`config.mk`:
```
export PLATFORM = sky130hd
export DESIGN_NAME = grtc_regs
export DESIGN_NICKNAME = d
export VERILOG_FILES = /design/src/hdl/grtc_pkg.sv /design/src/hdl/grtc_regs.sv
export SDC_FILE = /design/constraint.sdc
export NUM_CORES = 1
export LEC_CHECK = 0
export BUFFER_PORTS_ARGS = -buffer_cell sky130_fd_sc_hd__buf_2
export CAP_MARGIN = 30
export CORE_MARGIN = 5
export CORE_UTILIZATION = 47
export DETAILED_ROUTE_END_ITERATION = 8
export PLACE_DENSITY = 0.77
export SYNTH_ARGS = -nofsm -noshare
export SYNTH_HDL_FRONTEND = slang
export SYNTH_SLANG_ARGS = --single-unit
```
`constraint.sdc`:
```
create_clock -name clk -period 1 [get_ports clk]
set_input_delay 0.05 -clock clk [delete_from_list [all_inputs] [get_ports clk]]
set_output_delay 0.05 -clock clk [all_outputs]
set_load 0.01 [all_outputs]
```
`src/hdl/grtc_pkg.sv`:
```
// ----------------------------------------------------------------------------
// grtc_pkg
// Shared types, widths and constants for the geometric rate torque controller.
// ----------------------------------------------------------------------------
package grtc_pkg;

  localparam int NUM_AXES = 3;
  localparam int NUM_REGS = 7;
  localparam int CFG_W    = 24;
  localparam int DATA_W   = 32;
  localparam int ADDR_W   = $clog2(NUM_REGS * 4);
  localparam int REG_W    = ADDR_W - 2;

  localparam int RATE_W   = 16;
  localparam int DRIVE_W  = 12;
  localparam int DRIVE_LIMIT = 2000;

  // rad/s per input LSB, Q.32
  localparam int K_W = 25;
  localparam logic signed [K_W-1:0] RAD_PER_LSB = 25'sd4685083;

  localparam int RATE_SH  = 16;
  localparam int INER_SH  = 24;
  localparam int CROSS_SH = 8;
  localparam int GAIN_SH  = 12;
  localparam int OUT_SH   = 32;

  localparam int GK_W  = RATE_W + K_W;
  localparam int W_W   = GK_W - RATE_SH;
  localparam int EK_W  = RATE_W + 1 + K_W;
  localparam int E_W   = EK_W - RATE_SH;
  localparam int HP_W  = W_W + CFG_W + 1;
  localparam int H_W   = HP_W - INER_SH;
  localparam int GP_W  = E_W + CFG_W + 1;
  localparam int GT_W  = GP_W - GAIN_SH;
  localparam int CP_W  = W_W + H_W;
  localparam int CD_W  = CP_W + 1;
  localparam int CR_W  = CD_W - CROSS_SH;
  localparam int TQ_W  = CR_W + 1;
  localparam int LO_W  = TQ_W / 2;
  localparam int HI_W  = TQ_W - LO_W;
  localparam int PL_W  = LO_W + CFG_W;
  localparam int PH_W  = HI_W + CFG_W + 1;
  localparam int SUM_W = TQ_W + CFG_W + 1;
  localparam int RND_W = SUM_W - OUT_SH;

  localparam logic [SUM_W-1:0] ROUND_HALF = SUM_W'(64'h8000_0000);

  localparam logic signed [DRIVE_W-1:0] DRV_MAX = DRIVE_W'(DRIVE_LIMIT);
  localparam logic signed [DRIVE_W-1:0] DRV_MIN = -DRV_MAX;

  typedef enum logic [REG_W-1:0] {
    REG_GAIN_ROLL     = 3'd0,
    REG_GAIN_PITCH    = 3'd1,
    REG_GAIN_YAW      = 3'd2,
    REG_INERTIA_ROLL  = 3'd3,
    REG_INERTIA_PITCH = 3'd4,
    REG_INERTIA_YAW   = 3'd5,
    REG_TORQUE_SCALE  = 3'd6
  } reg_idx_t;

  localparam logic [CFG_W-1:0] GAIN_RST      = 24'd0;
  localparam logic [CFG_W-1:0] INERTIA_RP_RST = 24'd50332;
  localparam logic [CFG_W-1:0] INERTIA_Y_RST  = 24'd83886;
  localparam logic [CFG_W-1:0] SCALE_RST     = 24'd5120000;

  typedef struct packed {
    logic [NUM_AXES-1:0][CFG_W-1:0] gain;
    logic [NUM_AXES-1:0][CFG_W-1:0] inertia;
    logic [CFG_W-1:0]               scale;
  } cfg_t;

  typedef struct packed {
    logic [NUM_AXES-1:0][W_W-1:0]  w;
    logic [NUM_AXES-1:0][HP_W-1:0] hp;
    logic [NUM_AXES-1:0][GP_W-1:0] gp;
  } rate_t;

  typedef struct packed {
    logic [NUM_AXES-1:0][TQ_W-1:0] tq;
  } torque_t;

endpackage

```
`src/hdl/grtc_regs.sv`:
```
// ----------------------------------------------------------------------------
// grtc_regs
// APB register file holding gains, inertias and the torque scale.
// ----------------------------------------------------------------------------
module grtc_regs (
  input  logic                          clk,
  input  logic                          rst,
  input  logic                          psel,
  input  logic                          penable,
  input  logic                          pwrite,
  input  logic [grtc_pkg::ADDR_W-1:0]   paddr,
  input  logic [grtc_pkg::DATA_W-1:0]   pwdata,
  output logic [grtc_pkg::DATA_W-1:0]   prdata,
  output logic                          pready,
  output grtc_pkg::cfg_t                cfg
);
  import grtc_pkg::*;

  reg_idx_t         idx;
  logic             wr;
  logic [CFG_W-1:0] wval;
  logic [CFG_W-1:0] rval;

  assign idx    = reg_idx_t'(paddr[ADDR_W-1:2]);
  assign wr     = psel & penable & pwrite & pready;
  assign wval   = pwdata[CFG_W-1:0];
  assign pready = 1'b1;

  always_ff @(posedge clk) begin
    if (rst) begin
      cfg.gain    <= {NUM_AXES{GAIN_RST}};
      cfg.inertia <= {INERTIA_Y_RST, INERTIA_RP_RST, INERTIA_RP_RST};
      cfg.scale   <= SCALE_RST;
    end else if (wr) begin
      case (idx)
        REG_GAIN_ROLL:     cfg.gain[0]    <= wval;
        REG_GAIN_PITCH:    cfg.gain[1]    <= wval;
        REG_GAIN_YAW:      cfg.gain[2]    <= wval;
        REG_INERTIA_ROLL:  cfg.inertia[0] <= wval;
        REG_INERTIA_PITCH: cfg.inertia[1] <= wval;
        REG_INERTIA_YAW:   cfg.inertia[2] <= wval;
        REG_TORQUE_SCALE:  cfg.scale      <= wval;
        default: ;
      endcase
    end
  end

  always_comb begin
    case (idx)
      REG_GAIN_ROLL:     rval = cfg.gain[0];
      REG_GAIN_PITCH:    rval = cfg.gain[1];
      REG_GAIN_YAW:      rval = cfg.gain[2];
      REG_INERTIA_ROLL:  rval = cfg.inertia[0];
      REG_INERTIA_PITCH: rval = cfg.inertia[1];
      REG_INERTIA_YAW:   rval = cfg.inertia[2];
      REG_TORQUE_SCALE:  rval = cfg.scale;
      default:           rval = '0;
    endcase
  end

  assign prdata = DATA_W'(rval);

endmodule

```
==> tab_implementation.tex <==
\begin{tabular}{lr}
\hline
Metric & Value \\
\hline
\multicolumn{2}{l}{\textbf{Floorplanning}} \\
\quad Height of the chip & 140.8 um \\
\quad Die X & 140.8 um \\
\quad Effective utilization at floorplan & 0.4815 \\
\quad Die footprint & 19830 um2 \\
\quad I/O pin total & 243 \\
\quad Area of the core region & 16700 um2 \\
\quad Site row count & 47 \\
\multicolumn{2}{l}{\textbf{Worst setup path}} \\
\quad Capturing element of the worst setup path & prdata[20] \\
\quad Number of cells on the worst reg-to-reg path & 3 \\
\quad Critical setup path kind & reg2out \\
\quad Startpoint type of the worst setup path & register \\
\quad Max Fanout on Critical Path & 2 \\
\quad Worst R2R Start & cfg[95] \\
\quad Internal reg-to-reg setup slack & 10 ps \\
\quad Startpoint of the worst setup timing path & cfg[20] \\
\quad Required arrival time at the worst endpoint & 950 ps \\
\quad Critical path capture point type & output pin \\
\quad Reg2Reg Capture Point & cfg[95] \\
\quad Arrival time at the worst endpoint & 1740 ps \\
\multicolumn{2}{l}{\textbf{Detailed routing}} \\
\quad Initial DRT Pass Iterations & 5 \\
\quad Drt drc & 0 \\
\quad Via density per instance & 5.579 \\
\quad DRC marker count from the first detailed-route iteration & 590 \\
\quad Total wire length after detailed routing & 33250 um \\
\quad Routed wirelength normalized by instance count & 22.66 um \\
\quad Post-route ant nets & 0 \\
\quad Via count & 8185 \\
\multicolumn{2}{l}{\textbf{Logic synthesis}} \\
\quad Number of enable-type register cells in the synthesized netlist & 0 \\
\quad Post-synthesis instance area & 8041 um2 \\
\quad Number of standard cells after synthesis & 785 \\
\quad Average instance area after synthesis & 10.24 um2 \\
\quad Yosys synthesis warning count & 0 \\
\quad Sequential area share after synthesis & 0.4182 \\
\quad Share of flip-flops with an asynchronous set or reset after synthesis & 0 \\
\quad Synth unique cells & 38 \\
\quad Flip-flop and latch count after synthesis & 168 \\
\quad Most frequently used flop master after synthesis & sky130\_fd\_sc\_hd\_\_dfxtp\_1 \\
\multicolumn{2}{l}{\textbf{Timing}} \\
\quad Worst Setup Slack, final & -789.8 ps \\
\quad Number of setup violations in the final report & 134 \\
\quad RSZ-0062 raised after global routing & true \\
\quad Final setup TNS & -18430 ps \\
\quad Final hold violation count & 0 \\
\quad Count of final max-slew check failures & 0 \\
\quad Layout Skew & 0 ps \\
\quad Highest clock rate & 0.5587 GHz \\
\quad Max-Slew Margin vs Limit & 0.4054 \\
\quad Min cycle time layout & 1790 ps \\
\quad Tcrit/Tclk final & 1.790 \\
\quad Hold Worst Slack & 27.17 ps \\
\quad Worst slew pin tran & 889.9 ps \\
\multicolumn{2}{l}{\textbf{Clocking}} \\
\quad Clock insertion delay at the later pin of the skew report & 430 ps \\
\quad CTS Root Buffer Type & sky130\_fd\_sc\_hd\_\_clkbuf\_16 \\
\quad Clock slew at the register clock pins of the worst setup and hold paths & 60 ps \\
\quad Count of H-tree levels built during CTS & 4 \\
\quad Maximum root-to-sink buffer count & 2 \\
\quad CTS Buf Count & 17 \\
\quad CTS tree & built \\
\quad TritonCTS Sinks & 168 \\
\multicolumn{2}{l}{\textbf{Cells and area}} \\
\quad Area overhead of the layout relative to synthesis & 70.31\% \\
\quad Register with the most flip-flops & cfg \\
\quad Combined area of the multi-input logic cells & 4582 um2 \\
\quad Number of nets at the end of the flow & 1276 \\
\quad N\_diodes & 0 \\
\quad Regs by FF count & cfg: 168 flops \\
\quad Combined flip-flop and latch cell area & 3572 um2 \\
\quad Non-filler cells in the finished layout & 1467 \\
\quad Layout cell share with drive strength beyond 1 & 0.5966 \\
\quad Number of flip-flops in the largest register & 168 \\
\quad Number of inserted filler cells in the final layout & 908 \\
\quad Final std cell area, no fill & 13700 um2 \\
\quad Fin util & 0.8200 \\
\multicolumn{2}{l}{\textbf{Pwr}} \\
\quad Leakage component of the power & 0.006736 uW \\
\quad Power per Cell Area & 1158 nW/um2 \\
\quad VDD IR-drop max & 1.359 mV \\
\multicolumn{2}{l}{\textbf{Run}} \\
\quad Max capacitance violation total & 0 \\
\multicolumn{2}{l}{\textbf{Place}} \\
\quad Placed Cells & 1370 \\
\quad Port Buffer Count & 223 \\
\quad DPL Wire Length & 19530 um \\
\quad Cell area after placement & 11040 um2 \\
\quad Routability-driven placement congestion ratio & 0.8425 \\
\multicolumn{2}{l}{\textbf{Outcome}} \\
\quad Violated checks & setup timing \\
\quad Result of the run & complete, but fails checks \\
\multicolumn{2}{l}{\textbf{Global routing}} \\
\quad Number of antenna violations at the first check in global routing & 0 \\
\quad Total congestion overflow after global routing & 0 \\
\quad Combined global-route utilization of all metal layers & 0.3089 \\
\quad Largest net degree at the start of global routing & 34 \\
\quad Global-route wire length before repair & 47840 um \\
\quad Vias in the first global route & 8476 \\
\multicolumn{2}{l}{\textbf{Worst hold path}} \\
\quad Worst min path class & in2reg \\
\hline
\end{tabular}
[worst min-delay path by stage]
stage                     startpoint  endpoint  slack (ps)  cells after the start
final                      pwdata[6]   cfg[78]          30                      4
after global routing       pwdata[0]   cfg[72]          50                      4
after CTS                  pwdata[6]   cfg[78]           7                      4
after detailed placement   pwdata[8]   cfg[80]         290                      2
after global placement     pwdata[8]   cfg[80]         270                      2
after floorplan            pwdata[1]   cfg[73]         170                      1
[layout by cell type, fill, tap and decap left out, types with 3 or more instances in the layout]
master,netlist,layout
sky130_fd_sc_hd__a21oi_1,8,7
sky130_fd_sc_hd__a221oi_2,0,5
sky130_fd_sc_hd__a221oi_4,0,9
sky130_fd_sc_hd__a222oi_1,9,9
sky130_fd_sc_hd__buf_12,0,14
sky130_fd_sc_hd__buf_2,17,101
sky130_fd_sc_hd__buf_4,19,127
sky130_fd_sc_hd__buf_6,10,233
sky130_fd_sc_hd__bufinv_16,0,4
sky130_fd_sc_hd__clkbuf_16,0,17
sky130_fd_sc_hd__clkinvlp_4,0,3
sky130_fd_sc_hd__conb_1,2,9
sky130_fd_sc_hd__dfxtp_2,0,167
sky130_fd_sc_hd__dlygate4sd3_1,0,22
sky130_fd_sc_hd__inv_1,14,5
sky130_fd_sc_hd__inv_2,0,9
sky130_fd_sc_hd__mux2_2,12,7
sky130_fd_sc_hd__mux2_4,0,5
sky130_fd_sc_hd__mux2i_1,203,201
sky130_fd_sc_hd__nand2_1,3,3
sky130_fd_sc_hd__nand2_2,4,3
sky130_fd_sc_hd__nand2b_1,149,148
sky130_fd_sc_hd__nand2b_4,1,3
sky130_fd_sc_hd__nand3_1,7,6
sky130_fd_sc_hd__nand3b_1,9,9
sky130_fd_sc_hd__nor2_1,45,42
sky130_fd_sc_hd__o211ai_1,9,9
sky130_fd_sc_hd__o21ai_0,6,6
sky130_fd_sc_hd__o221a_2,14,5
sky130_fd_sc_hd__o221a_4,0,9
sky130_fd_sc_hd__o31ai_1,8,5
sky130_fd_sc_hd__o31ai_2,0,3
sky130_fd_sc_hd__or3_1,8,8
[timing repair]
item                                    4_1_cts  5_1_grt
hold buffers                                 22        0
resized for setup                           355      134
endpoints found under the setup margin      151      189
cloned                                        0        1
hold endpoints to repair                     56        0
pin swaps                                    17       18
setup buffers                                18       92
[through the flow]
stage | setup WS [ps] | total power [uW]
final | -789.8 | 15860
after floorplan | -85.50 | 7922
after global placement | -429.8 | 8528
after CTS | -665.0 | 15680
after detailed placement | -452.2 | 8547
after global routing | -816.2 | 16250
[synth_stat cells (2+ instances only)]
cell / number / area share
sky130_fd_sc_hd__mux2i_1: 203 / 0.25
sky130_fd_sc_hd__dfxtp_1: 168 / 0.42
sky130_fd_sc_hd__nand2b_1: 149 / 0.12
sky130_fd_sc_hd__nor2_1: 45 / 0.021
sky130_fd_sc_hd__clkbuf_1: 27 / 0.013
sky130_fd_sc_hd__buf_4: 19 / 0.018
sky130_fd_sc_hd__buf_2: 17 / 0.011
sky130_fd_sc_hd__a221oi_1: 14 / 0.015
sky130_fd_sc_hd__inv_1: 14 / 0.0065
sky130_fd_sc_hd__o221a_2: 14 / 0.020
sky130_fd_sc_hd__mux2_2: 12 / 0.017
sky130_fd_sc_hd__buf_6: 10 / 0.014
sky130_fd_sc_hd__a222oi_1: 9 / 0.011
sky130_fd_sc_hd__nand3b_1: 9 / 0.0084
sky130_fd_sc_hd__o211ai_1: 9 / 0.0084
sky130_fd_sc_hd__a21oi_1: 8 / 0.0050
sky130_fd_sc_hd__o31ai_1: 8 / 0.0075
sky130_fd_sc_hd__or3_1: 8 / 0.0062
sky130_fd_sc_hd__nand3_1: 7 / 0.0044
sky130_fd_sc_hd__o21ai_0: 6 / 0.0037
sky130_fd_sc_hd__nand2_2: 4 / 0.0031
sky130_fd_sc_hd__nor2b_1: 4 / 0.0031
sky130_fd_sc_hd__nand2_1: 3 / 0.0014
sky130_fd_sc_hd__a211o_1: 2 / 0.0022
sky130_fd_sc_hd__and3b_1: 2 / 0.0022
sky130_fd_sc_hd__conb_1: 2 / 0.00093
[cell families (layout without fill, tap and decap cells)]
family	after synthesis	in the layout	synth area share
AO/OA/AOI/OAI	72	72	0.07484
buffers and inverters	89	543	0.06302
flip-flops	168	168	0.4182
multiplexers	215	215	0.2695
other	2	9	0.0009339
AND/OR/NAND/NOR	239	240	0.1735
[final cells by class]
type                    instances  area share
repair buffers                497      0.3346
multi-input cells             536      0.3346
flip-flops and latches        168      0.2608
clock buffers                  21     0.03362
well taps                     220     0.02010
clock inverters                11     0.01242
inverters                      14    0.003837
[per-layer routing]
metal | GRT usage | up-vias | routed length, um
li1 | - | 3634 | -
met1 | 0.3603 | 4040 | 12550
met2 | 0.5406 | 396 | 16890
met3 | 0.06570 | 115 | 2258
met4 | 0.1453 | 0 | 1549
met5 | 0 | - | 0
[where the power goes]
group / total [uW] / switching, uW / leakage, uW / internal, uW
combinational: 1900 / 970 / 0.00502 / 929
sequential: 6790 / 42.9 / 0.00141 / 6740
clock: 7180 / 2860 / 0.000300 / 4320
total: 15900 / 3870 / 0.00674 / 12000
[worst max-delay path: stages, from the launching register on]
cell	delay, ps
sky130_fd_sc_hd__dfxtp_2	320
sky130_fd_sc_hd__mux2_2	270
sky130_fd_sc_hd__a222oi_1	390
sky130_fd_sc_hd__o211ai_1	160
sky130_fd_sc_hd__buf_2	180
(Power assumes the default switching activity.)
